--- config.mk ---
export PLATFORM = sky130hd
export DESIGN_NAME = bounded_stack_with_search_core
export DESIGN_NICKNAME = d
export VERILOG_FILES = /design/src/hdl/bstk_pkg.sv /design/src/hdl/bounded_stack_with_search_core.sv /design/src/hdl/bstk_ram.sv
export SDC_FILE = /design/constraint.sdc
export NUM_CORES = 1
export LEC_CHECK = 0
export BUFFER_PORTS_ARGS = -buffer_cell sky130_fd_sc_hd__buf_2
export CAP_MARGIN = 20
export CORE_MARGIN = 3
export CORE_UTILIZATION = 55
export CTS_CLUSTER_DIAMETER = 30
export CTS_CLUSTER_SIZE = 24
export DETAILED_ROUTE_END_ITERATION = 12
export PLACE_DENSITY = 0.8
export SLEW_MARGIN = 15
export SYNTH_ARGS = -nofsm -noshare
export SYNTH_HDL_FRONTEND = slang
export SYNTH_SLANG_ARGS = --single-unit
--- constraint.sdc ---
create_clock -name clk -period 4.8 [get_ports clk]
set_input_delay 0.48 -clock clk [delete_from_list [all_inputs] [get_ports clk]]
set_output_delay 0.48 -clock clk [all_outputs]
set_load 0.02 [all_outputs]
--- src/hdl/bstk_pkg.sv ---
// ----------------------------------------------------------------------------
// bstk_pkg
// Shared types and constants for the bounded stack with search.
// ----------------------------------------------------------------------------
package bstk_pkg;

	localparam int BSTK_DEPTH  = 8;
	localparam int BSTK_DATA_W = 32;

	// request kinds on the slave-side tuser
	typedef enum logic [1:0] {
		REQ_PUSH = 2'd0,
		REQ_POP  = 2'd1,
		REQ_DISP = 2'd2,
		REQ_SRCH = 2'd3
	} req_t;

	// result status on the master-side tuser
	typedef enum logic [1:0] {
		ST_OK    = 2'd0,
		ST_OVFL  = 2'd1,
		ST_EMPTY = 2'd2
	} status_t;

	// sequencer states, one-hot
	typedef enum logic [3:0] {
		S_IDLE = 4'b0001,
		S_POP  = 4'b0010,
		S_DISP = 4'b0100,
		S_SRCH = 4'b1000
	} fsm_t;

endpackage

--- src/hdl/bounded_stack_with_search_core.sv ---
// ----------------------------------------------------------------------------
// bounded_stack_with_search_core
// LIFO stack of signed 32-bit words with pop, full listing and key search.
// ----------------------------------------------------------------------------
// One request word is taken at a time. A push finishes in the cycle it is
// accepted and its result word is ready the next cycle. A pop returns the
// top entry with one RAM read. A listing of N stored words produces N
// result words, top first, one per cycle while the output is not stalled.
// A search walks from the top down, one entry per cycle, and stops at the
// first hit or at the bottom entry. Requests to an empty stack, and a push
// to a full one, finish in the cycle they are accepted. The pop, listing
// and search steps are set by the single read port of the stack RAM and
// its registered read. A new request is taken once the sequencer is idle
// and the output register is empty or being drained.
// ----------------------------------------------------------------------------
module bounded_stack_with_search_core
	import bstk_pkg::*;
#(
	parameter int DEPTH = BSTK_DEPTH
) (
	input  logic        clk,
	input  logic        arst_n,

	input  logic        s_axis_tvalid,
	output logic        s_axis_tready,
	input  logic [31:0] s_axis_tdata,   // [31:0] value
	input  logic [1:0]  s_axis_tuser,   // [1:0] req_type

	output logic        m_axis_tvalid,
	input  logic        m_axis_tready,
	output logic [39:0] m_axis_tdata,   // [31:0] data, [32] found, [33] is_full,
	                                    // [34] is_empty, [39:35] zero
	output logic [1:0]  m_axis_tuser,   // [1:0] status
	output logic        m_axis_tlast
);

	localparam int CNT_W  = $clog2(DEPTH + 1);
	localparam int ADDR_W = $clog2(DEPTH);

	// control state
	fsm_t              state_q, state_d;
	logic [CNT_W-1:0]  cnt_q, cnt_d;
	logic [ADDR_W-1:0] idx_q, idx_d;

	// payload
	logic signed [BSTK_DATA_W-1:0] key_q;

	// output register
	logic                          m_valid_q;
	status_t                       o_status_q;
	logic signed [BSTK_DATA_W-1:0] o_data_q;
	logic                          o_found_q, o_full_q, o_empty_q, o_last_q;

	// RAM port
	logic                    wr_en, rd_en;
	logic [ADDR_W-1:0]       rd_addr;
	logic [BSTK_DATA_W-1:0]  rd_data;

	// combinational results
	logic                          accept, out_free, key_load, out_load;
	status_t                       o_status;
	logic signed [BSTK_DATA_W-1:0] o_data;
	logic                          o_found, o_last;
	logic                          cnt_empty, cnt_full;
	logic [CNT_W-1:0]              cnt_m1;
	logic [ADDR_W-1:0]             top_idx, idx_m1;
	req_t                          req;

	assign out_free      = !m_valid_q || m_axis_tready;
	assign s_axis_tready = (state_q == S_IDLE) && out_free;
	assign accept        = s_axis_tvalid && s_axis_tready;
	assign req           = req_t'(s_axis_tuser);

	assign cnt_empty = (cnt_q == '0);
	assign cnt_full  = (cnt_q == CNT_W'(DEPTH));
	assign cnt_m1    = cnt_q - CNT_W'(1);
	assign top_idx   = cnt_m1[ADDR_W-1:0];
	assign idx_m1    = idx_q - ADDR_W'(1);

	// Reads and writes never overlap on one entry: a write lands at its
	// accept edge, and the next request is accepted, and read, only at a later edge.
	bstk_ram #(
		.WIDTH (BSTK_DATA_W),
		.DEPTH (DEPTH)
	) u_ram (
		.clk     (clk),
		.wr_en   (wr_en),
		.wr_addr (cnt_q[ADDR_W-1:0]),
		.wr_data (s_axis_tdata),
		.rd_en   (rd_en),
		.rd_addr (rd_addr),
		.rd_data (rd_data)
	);

	// sequencer
	always_comb begin
		state_d  = state_q;
		cnt_d    = cnt_q;
		idx_d    = idx_q;
		key_load = 1'b0;
		wr_en    = 1'b0;
		rd_en    = 1'b0;
		rd_addr  = top_idx;
		out_load = 1'b0;
		o_status = ST_OK;
		o_data   = '0;
		o_found  = 1'b0;
		o_last   = 1'b1;

		unique case (state_q)
			S_IDLE: begin
				if (accept) begin
					if (req == REQ_PUSH) begin
						out_load = 1'b1;
						if (cnt_full) begin
							o_status = ST_OVFL;
						end else begin
							wr_en = 1'b1;
							cnt_d = cnt_q + CNT_W'(1);
						end
					end else if (cnt_empty) begin
						// pop, listing or search on an empty stack
						out_load = 1'b1;
						o_status = ST_EMPTY;
					end else begin
						// start reading the top entry
						rd_en = 1'b1;
						idx_d = top_idx;
						case (req)
							REQ_POP: begin
								cnt_d   = cnt_m1;
								state_d = S_POP;
							end
							REQ_DISP: state_d = S_DISP;
							default: begin
								key_load = 1'b1;
								state_d  = S_SRCH;
							end
						endcase
					end
				end
			end
			S_POP: begin
				// output register was drained at accept
				out_load = 1'b1;
				o_data   = rd_data;
				state_d  = S_IDLE;
			end
			S_DISP: begin
				// hold the read word while the output stalls
				if (out_free) begin
					out_load = 1'b1;
					o_data   = rd_data;
					o_last   = (idx_q == '0);
					if (idx_q == '0) begin
						state_d = S_IDLE;
					end else begin
						rd_en   = 1'b1;
						rd_addr = idx_m1;
						idx_d   = idx_m1;
					end
				end
			end
			S_SRCH: begin
				if ((rd_data == key_q) || (idx_q == '0)) begin
					out_load = 1'b1;
					o_found  = (rd_data == key_q);
					state_d  = S_IDLE;
				end else begin
					rd_en   = 1'b1;
					rd_addr = idx_m1;
					idx_d   = idx_m1;
				end
			end
			default: state_d = S_IDLE;
		endcase
	end

	always_ff @(posedge clk or negedge arst_n) begin
		if (!arst_n) begin
			state_q   <= S_IDLE;
			cnt_q     <= '0;
			idx_q     <= '0;
			m_valid_q <= 1'b0;
		end else begin
			state_q <= state_d;
			cnt_q   <= cnt_d;
			idx_q   <= idx_d;
			if (out_load) begin
				m_valid_q <= 1'b1;
			end else if (m_axis_tready) begin
				m_valid_q <= 1'b0;
			end
		end
	end

	// payload registers; flags reflect the count after the request
	always_ff @(posedge clk) begin
		if (key_load) begin
			key_q <= s_axis_tdata;
		end
		if (out_load) begin
			o_status_q <= o_status;
			o_data_q   <= o_data;
			o_found_q  <= o_found;
			o_full_q   <= (cnt_d == CNT_W'(DEPTH));
			o_empty_q  <= (cnt_d == '0);
			o_last_q   <= o_last;
		end
	end

	assign m_axis_tvalid = m_valid_q;
	assign m_axis_tuser  = o_status_q;
	assign m_axis_tlast  = o_last_q;
	assign m_axis_tdata  = {5'b0, o_empty_q, o_full_q, o_found_q, o_data_q};

endmodule

--- src/hdl/bstk_ram.sv ---
// ----------------------------------------------------------------------------
// bstk_ram
// Generic simple dual-port RAM: one write port, one read port, registered read.
// ----------------------------------------------------------------------------
module bstk_ram
	import bstk_pkg::*;
#(
	parameter int WIDTH = BSTK_DATA_W,
	parameter int DEPTH = BSTK_DEPTH,
	localparam int AW   = $clog2(DEPTH)
) (
	input  logic             clk,
	input  logic             wr_en,
	input  logic [AW-1:0]    wr_addr,
	input  logic [WIDTH-1:0] wr_data,
	input  logic             rd_en,
	input  logic [AW-1:0]    rd_addr,
	output logic [WIDTH-1:0] rd_data
);

	logic [WIDTH-1:0] mem [DEPTH];

	always_ff @(posedge clk) begin
		if (wr_en) begin
			mem[wr_addr] <= wr_data;
		end
		if (rd_en) begin
			rd_data <= mem[rd_addr];
		end
	end

endmodule

* Word-level counts from Yosys, hierarchy flattened
Memory sizes are Yosys's and may differ from the RTL's. A register that Yosys moved wholly into a read port is not among the register bits.
Cells that the tools add are included.
** Operators by class
- Add/sub/neg operators :: 3
- Reductions and logical operators :: 17
- Muxes and demuxes :: 56
- Eq/ne operators :: 17
** Operators by type and width (count)
- $pmux 32 s2 :: 1
- $mux 4 :: 12
- $eq 32x32->1 :: 1
- $mux 32 :: 1
- $mux 3 :: 9
- $mux 1 :: 25
- $ne 2x2->1 const B :: 8
- $eq 4x4->1 const B :: 3
- $pmux 4 s3 :: 1
- $pmux 3 s3 :: 1
- $logic_not 4->1 :: 2
- $pmux 4 s2 :: 1
- $reduce_and 7->1 :: 1
- $pmux 3 s2 :: 1
- $reduce_and 2->1 :: 3
- $reduce_and 6->1 :: 1
- $add 4x1->4 const B :: 1
- $eq 4x1->1 const B :: 1
- $eq 4x2->1 const B :: 1
- $eq 4x3->1 const B :: 1
- $mux 2 :: 2
- $pmux 1 s4 :: 1
- $sub 4x1->4 const B :: 1
- $logic_not 3->1 :: 1
- other kinds (11) :: 13
** Storage, ports and cells
- Bits in writable memories :: 256
- Output and inout port bits :: 45
- Bits in registers :: 82
- Logic and storage cells :: 105
- Memories :: 1
- Input bits :: 38
** Memories
- u_ram.mem :: words 8, bits a word 32, rd ports 1, clocked after memory_dff 1, wr ports 1, RTL line bstk_ram.sv:21 : logic [WIDTH-1:0] mem [DEPTH];

* Longest topological paths before layout
Gate-level depths: netlist of run 1.
- Depth in word-level cells :: 8
- Depth in mapped cells :: 12
- Mapped depth without buffers :: 9

* Modules after synthesis
A second synthesis of run 1 with hierarchy kept.
** Unflattened totals
- Cell total of the unflattened synthesis :: 693
- Area, all modules :: 14570.2 um2
** Modules (own cells, without submodules)
- bstk_ram :: sequential area each 8648.3 um2, area an instance 10786.6 um2, cells an instance 415, times used 1
- bounded_stack_with_search_core :: sequential area each 2403.6 um2, area an instance 3783.6 um2, cells an instance 278, times used 1

* Least setup slack after synthesis of run 1
OpenSTA, ideal clock, no wires.
- Kind :: flip-flop to flip-flop
- Start :: register state_q[0]
- End :: memory u_ram.mem[0][0] in the netlist's numbering, enable pin
- Buffers on the path :: 1
- Setup time :: 0.461 ns
- Data required time :: 4.339 ns
- Setup slack :: 0.243 ns
- Arrival :: 4.096 ns
- Cell stages (with the launch flop) :: 7
- Clock period less this slack :: 4.557 ns
- Cells stage by stage :: dfstp_2 or4b_1 nor3b_2 buf_4 nand3_2 or2_2 nor3_1
** On the way
- Cells in the longest elaborated chain, start to end :: 7
** RTL lines
- from (decl) :: RTL line bounded_stack_with_search_core.sv:41 : fsm_t state_q, state_d;
- from (signal assigned) :: RTL line bounded_stack_with_search_core.sv:186 : state_q <= state_d;
- $eq 4x1->1 (*) :: RTL line bounded_stack_with_search_core.sv:70, bounded_stack_with_search_core.sv:110
- $logic_and 1x1->1 :: RTL line bounded_stack_with_search_core.sv:70 : assign s_axis_tready = (state_q == S_IDLE) && out_free;
- $logic_and 1x1->1 :: RTL line bounded_stack_with_search_core.sv:71 : assign accept = s_axis_tvalid && s_axis_tready;
- $mux 1 :: RTL line bounded_stack_with_search_core.sv:112 : if (accept) begin
- $mux 1 (*) :: RTL line bounded_stack_with_search_core.sv:110 : unique case (state_q)
- $mux 1 (*) :: RTL line bstk_ram.sv:24 : if (wr_en) begin
- $mux 1 (not written as such) (*) :: RTL line bstk_ram.sv:25 : mem[wr_addr] <= wr_data;
- to (decl) :: RTL line bstk_ram.sv:21
Mark *: on every way between the ends. The rest lies on a longest branch, timed or not.

* Worst setup path in the final report of run 1
- Start :: register state_q[1]
- End :: register u_ram.rd_data[3] (read register of u_ram.mem) (data pin)
** On the way
- Cells in the longest elaborated chain, start to end :: 5
- Elaborated cells between the ends (all ways) :: 8
- Classes of those cells :: 3 x eq/ne; 3 x mux; 2 x reduce/logical
** RTL lines
- $eq 4x1->1 :: RTL line bounded_stack_with_search_core.sv:70, bounded_stack_with_search_core.sv:110
- $logic_and 1x1->1 :: RTL line bounded_stack_with_search_core.sv:70
- $logic_and 1x1->1 :: RTL line bounded_stack_with_search_core.sv:71
- $mux 1 :: RTL line bounded_stack_with_search_core.sv:112
- $pmux 1 s3 :: RTL line bounded_stack_with_search_core.sv:110
- to (decl) :: RTL line bstk_ram.sv:18 : output logic [WIDTH-1:0] rd_data
Several ways; a longest one is shown, not always the timed one.
A chain may end at the register's enable or synchronous reset.

==> results of run 1 <==
power groups by stage:
stage / registers [W] / logic (W) / clock network [W]
2_1_floorplan: 0.00444 / 0.00267 / 0
3_3_place_gp: 0.00442 / 0.00371 / 0
3_5_place_dp: 0.00443 / 0.00383 / 0
4_1_cts: 0.00438 / 0.00389 / 0.00470
5_1_grt: 0.00441 / 0.00425 / 0.00487
6_report: 0.00438 / 0.00398 / 0.00467
layer usage:
| layer | up-vias | share of wire [%] | wire [um] | track usage (%) |
|---|---|---|---|---|
| li1 | 4630 | - | - | - |
| met1 | 5301 | 37 | 15600 | 35.6 |
| met2 | 791 | 48 | 20000 | 40.6 |
| met3 | 149 | 11 | 4670 | 7.27 |
| met4 | 2 | 3.8 | 1590 | 13.5 |
| met5 | - | 0.031 | 13 | 0 |
final cells by class:
class	count	area, um^2	share of cell area, %
Sequential cell	370	11100	57.2
Multi-Input combinational cell	488	4310	22.3
Clock buffer	82	1800	9.29
Timing Repair Buffer	111	718	3.71
Inverter	137	514	2.66
Tap cell	384	480	2.48
Clock inverter	42	457	2.36
Antenna cell	4	10.0	0.0518
synthesized netlist by cell type, types with 4 or more instances:
cell type / instances
nand2_1: 15
a221oi_1: 66
o21ai_0: 9
nand2b_1: 4
a2111oi_0: 154
nand3_1: 9
buf_2: 21
edfxtp_1: 358
nor4_2: 27
nand4_1: 4
nor4_1: 13
xor2_1: 33
and3_1: 4
a221oi_2: 31
buf_6: 5
clkbuf_1: 72
nor2_1: 18
and2_1: 32
a2111oi_1: 6
dfrtp_1: 11
buf_4: 12
inv_1: 137
ha_1: 7
nor3_1: 6
placed cells by master, fill, tap and decap left out, types with 7 or more instances in the layout:
cell,n
edfxtp_1,358
a2111oi_0,154
inv_1,137
buf_2,77
clkbuf_16,70
a221oi_1,66
xor2_1,33
and2_1,32
a221oi_2,30
nor4_2,27
buf_4,27
nand2_1,15
nor4_1,13
nor2_1,12
clkbuf_1,12
dfrtp_1,11
o21ai_0,9
clkinv_1,8
nand3_1,7
ha_1,7
inv_6,7
bufinv_16,7
final timing paths:
check                           slack, ns          endpoint
worst min-delay path                 0.21  u_ram.mem[5][25]
worst min register to register       0.57       o_data_q[6]
min in group asynchronous            0.35          cnt_q[3]
max in group asynchronous            4.17        state_q[0]
worst max-delay path                 0.58  u_ram.rd_data[3]
worst max register to register       0.58  u_ram.rd_data[3]
logic make-up (layout without fill, tap and decap cells):
group	after synthesis	in the layout	share of synthesized area, %
buf+inv	249	372	6.42
other cells	1	9	0.0231
fa+ha+maj	7	7	0.539
flops	370	370	68.0
xor+xnor	36	36	1.94
compound gates	287	287	16.4
mux	2	2	0.131
simple gates	151	151	6.49
per-stage QoR:
stage	total power, W	hold slack (ns)	cells	worst slack [ns]	util [%]
floorplan	0.00710	0.184	1107	0.243	-
global placement	0.00813	0.375	1488	1.08	58.9
detailed placement	0.00826	0.381	1488	0.717	58.9
CTS	0.0130	0.205	1613	0.687	66.7
global route	0.0135	0.222	1616	0.292	66.8
finish	0.0130	0.209	1618	0.581	66.8
flip-flops by register name (all words and copies together) (netlist names):
name,flops
m_axis_tuser,2
o_full_q,1
m_axis_tlast,1
o_found_q,1
state_q,4
cnt_q,4
o_data_q,32
u_ram.mem,256
m_axis_tvalid,1
u_ram.rd_data,32
idx_q,3
key_q,32
o_empty_q,1
critical path, cell delays in order, from the launching register on:
cell	delay (ns)
dfrtp_1	0.43
nor4b_2	0.56
nand3_1	0.60
o22ai_4	0.72
buf_4	0.69
a2111oi_0	0.20
a2111oi_0	0.59
nor4_2	0.13
==> flow_summary_export.csv, run 1 <==
group,metric,value,unit
synth,async_flop_share,3.24,%
synth,ys_seq_area_share,68.0,%
power,p_switching,0.00447,W
worst_setup_path,crit_type,"reg2reg",
clock_tree,cts_tree,"done",
status,status,"completed",
worst_setup_path,end_kind,"register",
detailed_routing,wl_per_cell,25.9,um
detailed_routing,drt_iter0_drc,1577,
placed_design,gp_congestion,0.806,
sta,final.period_utilization,87.9,%
synth,ys_seq_elements,370,
synth,synth_top_cell_area_share,66.2,%
sta,worstMarginPinSlew,1.02,ns
detailed_routing,routed_wl,41.9,mm
synth,syn_area,16200,um^2
grt,overflow,0,
clock_tree,cts-resized-gates,0,
detailed_routing,drtPass1Iterations,6,
synth,synth.distinct_cells,58,
sta,slew_headroom,31.7,%
detailed_routing,avgViaCountPerCell,6.72,
synth,synth_ff_type,"edfxtp_1",
floorplan,fp.dieW,178,um
floorplan,core-area,28900,um^2
power,p_clk_share,35.9,%
grt,grt_max_degree,129,
worst_setup_path,r2r-start,"state_q[1]",
detailed_routing,vias,10900,
grt,grt_pass1_wl,63.9,mm
clock_tree,cts-root-buf,"clkbuf_16",
grt,antenna_found_initial,3,
grt,track_usage,26.7,%
sta,finalCriticalPeriod,4.22,ns
power,p_leak,6.66,nW
placed_design,io_buffers,77,
floorplan,die_area,31600,um^2
synth,synth_top_area_cell,"edfxtp_1",
sta,fin_setup_tns,0,ns
worst_hold_path,hp-start,"s_axis_tdata[25]",
sta,slew_violations,0,
sta,setup_violations,0,
detailed_routing,ant_nets,0,
floorplan,die_h,178,um
clock_tree,clk_path_buf_depth,3,
floorplan,start_util,56.2,%
clock_tree,post_cts_buffers,0,
clock_tree,clk_latency,0.56,ns
synth,synth_cells,1103,
detailed_routing,drc,0,
power,combPwrFrac,30.5,%
worst_setup_path,worstPathArrival,4.49,ns
clock_tree,cts.htree.levels,3,
worst_setup_path,startpoint,"state_q[1]",
flow_run,drv_cap,0,
power,ir_worst_vdd,0.000427,V
power,power_density,673,nW/um^2
placed_design,place_area,17000,um^2
synth,postSynthAreaPerCell,14.7,um^2
sta,max_freq,237,MHz
sta,rsz0062_at_grt,"false",
grt,grt_pass1_vias,10900,
worst_setup_path,path_max_fanout,68,
worst_hold_path,whs_path_depth,1,
worst_hold_path,hold_path_class,"in2reg",
clock_tree,clock_sinks,370,
clock_tree,clk_pin_slew,0.05,ns
sta,hold_viol_final,0,
layout,fill_cells,1879,
power,p_int,0.00855,W
floorplan,io_pins,83,
clock_tree,cts-buffers-inserted,69,
power,switching_share,34.3,%
placed_design,hpwl,21.9,mm
worst_setup_path,rr_worst_depth,7,
layout,fin_nets,1222,
sta,fin_worst_skew,0.0186,ns
layout,area_delta_synth_final,19.0,%
worst_setup_path,startpoint_type,"register",
synth,synth_edf_count,358,
synth,yosys_warnings,0,
floorplan,rows,62,
clock_tree,ctsHoldBuffers,1,
power,power_frac_seq,33.6,%
worst_setup_path,required,5.08,ns
synth,yosys-top-cells-area,"edfxtp_1 (66%), a2111oi_0 (8.3%), a221oi_1 (3.6%)",
layout,drive_gt1_share,24.6,%
layout,fin_area,19300,um^2
Note: power is estimated with default switching activity, not from simulation.
==> run 2, diff against run 1 <==
- CELL_PAD_IN_SITES_DETAIL_PLACEMENT: default -> 0
- CELL_PAD_IN_SITES_GLOBAL_PLACEMENT: default -> 1
- CORE_UTILIZATION: 55 -> 47
==> flow_summary_export.csv, run 2 (synthesis results as in run 1) <==
group,metric,value,unit
clock_tree,clk_path_buf_depth,3,
worst_setup_path,rr_worst_depth,6,
clock_tree,ctsHoldBuffers,1,
worst_setup_path,required,5.06,ns
layout,fill_cells,2610,
clock_tree,clk_pin_slew,0.05,ns
sta,rsz0062_at_grt,"false",
worst_setup_path,r2r-start,"state_q[0]",
clock_tree,cts.htree.levels,3,
clock_tree,cts-root-buf,"clkbuf_16",
grt,grt_pass1_vias,10500,
floorplan,rows,67,
layout,final_cell_mix,"edfxtp_1 (358), a2111oi_0 (154), inv_1 (137)",
detailed_routing,avgViaCountPerCell,6.22,
layout,largest_register_ffs,256,
floorplan,die_h,192,um
layout,area_delta_synth_final,20.1,%
sta,final.period_utilization,78.0,%
grt,antenna_found_initial,1,
grt,grt_pass1_wl,64.1,mm
flow_run,drv_cap,0,
worst_setup_path,crit_type,"reg2reg",
layout,drive_gt1_share,25.0,%
worst_setup_path,reg2reg_slack,1.06,ns
worst_setup_path,startpoint_type,"register",
floorplan,die_area,36800,um^2
detailed_routing,ant_nets,0,
clock_tree,cts_tree,"done",
clock_tree,post_cts_buffers,0,
sta,setup_violations,0,
layout,layout_commonest_cell,"edfxtp_1",
worst_hold_path,hold_end,"key_q[29]",
sta,fin_setup_tns,0,ns
placed_design,gp_congestion,0.808,
power,ir_worst_vdd,0.000393,V
grt,overflow,0,
worst_hold_path,hold_path_class,"in2reg",
sta,max_freq,267,MHz
sta,fin_worst_skew,0.0292,ns
detailed_routing,drtPass1Iterations,6,
clock_tree,cts-resized-gates,0,
sta,whs,0.197,ns
floorplan,start_util,48.1,%
layout,fin_nets,1225,
sta,worstMarginPinSlew,0.951,ns
sta,finalCriticalPeriod,3.74,ns
worst_setup_path,reg2reg_to,"u_ram.mem[3][14]",
clock_tree,clk_latency,0.57,ns
placed_design,hpwl,22.5,mm
layout,max_flop_register,"u_ram.mem",
power,p_leak,6.69,nW
power,power_density,675,nW/um^2
clock_tree,clock_sinks,370,
detailed_routing,routed_wl,42.0,mm
grt,grt_max_degree,129,
detailed_routing,wl_per_cell,25.0,um
detailed_routing,vias,10500,
worst_setup_path,worstPathArrival,4.01,ns
floorplan,io_pins,83,
worst_setup_path,path_max_fanout,24,
worst_setup_path,end_kind,"register",
sta,slew_violations,0,
grt,track_usage,22.9,%
floorplan,fp.dieW,192,um
layout,antenna_cells,0,
detailed_routing,drc,0,
worst_hold_path,hp-start,"s_axis_tdata[29]",
floorplan,core-area,33800,um^2
worst_hold_path,whs_path_depth,1,
placed_design,placedCellCount,1553,
clock_tree,cts-buffers-inserted,72,
sta,hold_viol_final,0,
layout,layout.cells.non_filler,1682,
placed_design,io_buffers,77,
status,status,"completed",
detailed_routing,drt_iter0_drc,1283,
sta,slew_headroom,36.5,%
placed_design,place_area,17100,um^2
layout,fin_area,19500,um^2
==> run 2: layout make-up <==
cell class	count	area (um^2)	share of cell area, %
multi-input cells	488	4310	22.1
clock buffers	82	1870	9.59
well taps	448	561	2.87
inverters	137	514	2.64
repair buffers	111	706	3.62
clock inverters	46	498	2.55
flip-flops and latches	370	11100	56.7
==> run 2: worst max-delay path by stage <==
stage / from / end / slack, ns / depth (start not counted)
6_report: state_q[0] / u_ram.mem[3][14] / 1.06 / 6
5_1_grt: state_q[1] / u_ram.rd_data[31] / 0.77 / 7
4_1_cts: state_q[0] / u_ram.mem[3][13] / 1.03 / 6
3_5_place_dp: state_q[0] / u_ram.mem[3][19] / 1.03 / 6
3_3_place_gp: state_q[0] / u_ram.mem[7][23] / 1.17 / 5
2_1_floorplan: state_q[0] / u_ram.mem[0][0] / 0.24 / 6
==> run 2: metal layers <==
metal | GRT usage [%] | vias up | part of all wire, %
li1 | - | 4623 | -
met1 | 32.5 | 5193 | 43
met2 | 35.0 | 546 | 46
met3 | 4.98 | 94 | 8.3
met4 | 8.64 | 2 | 2.9
met5 | 0 | - | 0.026
==> run 2: power breakdown <==
group          total [W]  switching [W]  internal, W
clock            0.00483        0.00165      0.00318
sequential       0.00438       0.000230      0.00415
combinational    0.00395        0.00263      0.00132
total             0.0132        0.00451      0.00865
==> run 2: worst max-delay path: stages (launching register included) <==
cell     delay (ns)
dfstp_2        0.57
or4b_1         0.54
nor3b_2        0.64
nand3_2        0.21
or2_2          0.42
nor2_4         0.73
buf_4          0.31
==> run 2: metrics by stage <==
stage	utilization [%]	total power, W	setup WS (ns)
floorplan	-	0.00710	0.243
global placement	50.7	0.00828	1.17
detailed placement	50.7	0.00834	1.03
CTS	57.7	0.0132	1.03
global route	57.7	0.0137	0.766
finish	57.7	0.0132	1.06
==> run 3, diff against run 2 <==
- CORE_UTILIZATION: 47 -> 52
- PLACE_DENSITY: 0.8 -> 0.84
- clock period: 4.8 -> 3.7 ns (I/O delays scaled with it)
==> flow_summary_export.csv, run 3 (synthesis results as in run 1) <==
group,metric,value,unit
floorplan,io_pins,83,
grt,grt_max_degree,129,
worst_setup_path,worstPathArrival,3.78,ns
floorplan,rows,64,
worst_setup_path,reg2reg_slack,0.26,ns
sta,finalCriticalPeriod,3.44,ns
grt,grt_pass1_vias,10700,
worst_hold_path,hold_path_class,"in2reg",
layout,area_delta_synth_final,21.1,%
clock_tree,clk_pin_slew,0.05,ns
worst_setup_path,r2r-start,"u_ram.rd_data[5]",
worst_setup_path,startpoint,"u_ram.rd_data[5]",
clock_tree,cts-root-buf,"clkbuf_16",
detailed_routing,ant_nets,0,
power,power_density,874,nW/um^2
power,ir_worst_vdd,0.000629,V
sta,final.period_utilization,93.0,%
detailed_routing,vias,10800,
detailed_routing,drc,0,
layout,multiInputGateArea,4330,um^2
clock_tree,clk_latency,0.57,ns
placed_design,io_buffers,77,
sta,worstMarginPinSlew,1.24,ns
sta,hold_viol_final,0,
floorplan,core-area,30700,um^2
placed_design,placedCellCount,1519,
layout,layout_commonest_cell,"edfxtp_1",
floorplan,start_util,53.0,%
power,p_leak,6.78,nW
worst_setup_path,crit_type,"reg2reg",
floorplan,die_area,33400,um^2
worst_setup_path,path_max_fanout,22,
sta,setup_violations,0,
detailed_routing,routed_wl,43.0,mm
grt,antenna_found_initial,2,
grt,track_usage,25.6,%
status,status,"completed",
layout,fill_cells,2129,
clock_tree,cts-buffers-inserted,69,
worst_setup_path,required,4.04,ns
layout,final_cell_mix,"edfxtp_1 (358), a2111oi_0 (154), inv_1 (137)",
worst_setup_path,reg2reg_to,"u_ram.rd_data[23]",
sta,rsz0062_at_grt,"false",
clock_tree,clock_sinks,370,
grt,grt_pass1_wl,65.8,mm
layout,max_flop_register,"u_ram.mem",
worst_setup_path,rr_worst_depth,8,
power,power,0.0172,W
worst_setup_path,startpoint_type,"register",
layout,post-route-util,64.1,%
layout,largest_register_ffs,256,
sta,max_freq,291,MHz
layout,drive_gt1_share,25.6,%
detailed_routing,wl_per_cell,26.1,um
grt,overflow,0,
detailed_routing,drt_iter0_drc,1403,
floorplan,fp.dieW,183,um
worst_setup_path,crit_end,"u_ram.rd_data[23]",
worst_setup_path,end_kind,"register",
placed_design,gp_congestion,0.825,
detailed_routing,avgViaCountPerCell,6.55,
clock_tree,cts.htree.levels,3,
layout,fin_nets,1240,
sta,slew_headroom,17.4,%
detailed_routing,drtPass1Iterations,5,
flow_run,drv_cap,0,
sta,fin_worst_skew,0.0201,ns
placed_design,hpwl,22.9,mm
layout,layout.cells.non_filler,1647,
clock_tree,clk_path_buf_depth,3,
sta,slew_violations,0,
layout,register_area,11100,um^2
floorplan,die_h,183,um
clock_tree,cts_tree,"done",
## run 3: critical path, cell delays in order, from the launching register on
cell and delay [ns]:
edfxtp_1 0.40, xor2_1 0.39, nor4_2 0.11, nand4_1 0.25, o21ai_4 0.18, a221oi_4 1.03, buf_4 0.37, a2111oi_0 0.09
nor4_1 0.37
## run 3: cell type report
type,instances,area share (%)
Antenna cell,1,0.0127
Clock buffer,79,9.02
Clock inverter,47,2.72
Inverter,137,2.61
Multi-Input combinational cell,488,22.0
Sequential cell,370,56.2
Tap cell,396,2.52
Timing Repair Buffer,129,4.91
## run 3: worst min path at each step
stage | from | endpoint | slack, ns | depth (start not counted)
after global placement | arst_n | cnt_q[3] | 0.28 | 1
after floorplan | arst_n | cnt_q[0] | 0.07 | 0
after detailed placement | arst_n | cnt_q[3] | 0.28 | 1
after CTS | s_axis_tdata[12] | u_ram.mem[7][12] | 0.09 | 1
after global routing | s_axis_tdata[11] | u_ram.mem[7][11] | 0.1 | 1
final | s_axis_tdata[12] | u_ram.mem[7][12] | 0.10 | 1
## run 3: report_power, final
group | internal (W) | switching [W] | total [W]
sequential | 0.00538 | 0.000254 | 0.00564
combinational | 0.00188 | 0.00357 | 0.00545
clock | 0.00392 | 0.00219 | 0.00612
## run 3: per-stage QoR
step                area [um^2]  setup slack, ns  hold slack (ns)  setup TNS (ns)
floorplan                 16300          -0.0108           0.0744          -0.688
global placement          17300            0.297            0.279               0
detailed placement        17300            0.183            0.280               0
CTS                       19700            0.183           0.0854               0
global route              19700           0.0574           0.0970               0
finish                    19700            0.260            0.100               0
## run 3: layer usage
layer / up-vias / GRT usage (%) / routed length [um]
li1: 4659 / - / -
met1: 5338 / 35.5 / 16800
met2: 674 / 39.6 / 20400
met3: 119 / 6.37 / 4440
met4: 2 / 10.2 / 1360
met5: - / 0 / 11
## run 3: repair_timing
action | in CTS | in global routing
endpoints found under the setup margin | 0 | 2
setup buffers | 0 | 0
hold buffers | 1 | 0
gates resized for setup | 0 | 1
endpoints found under the hold margin | 12 | 0
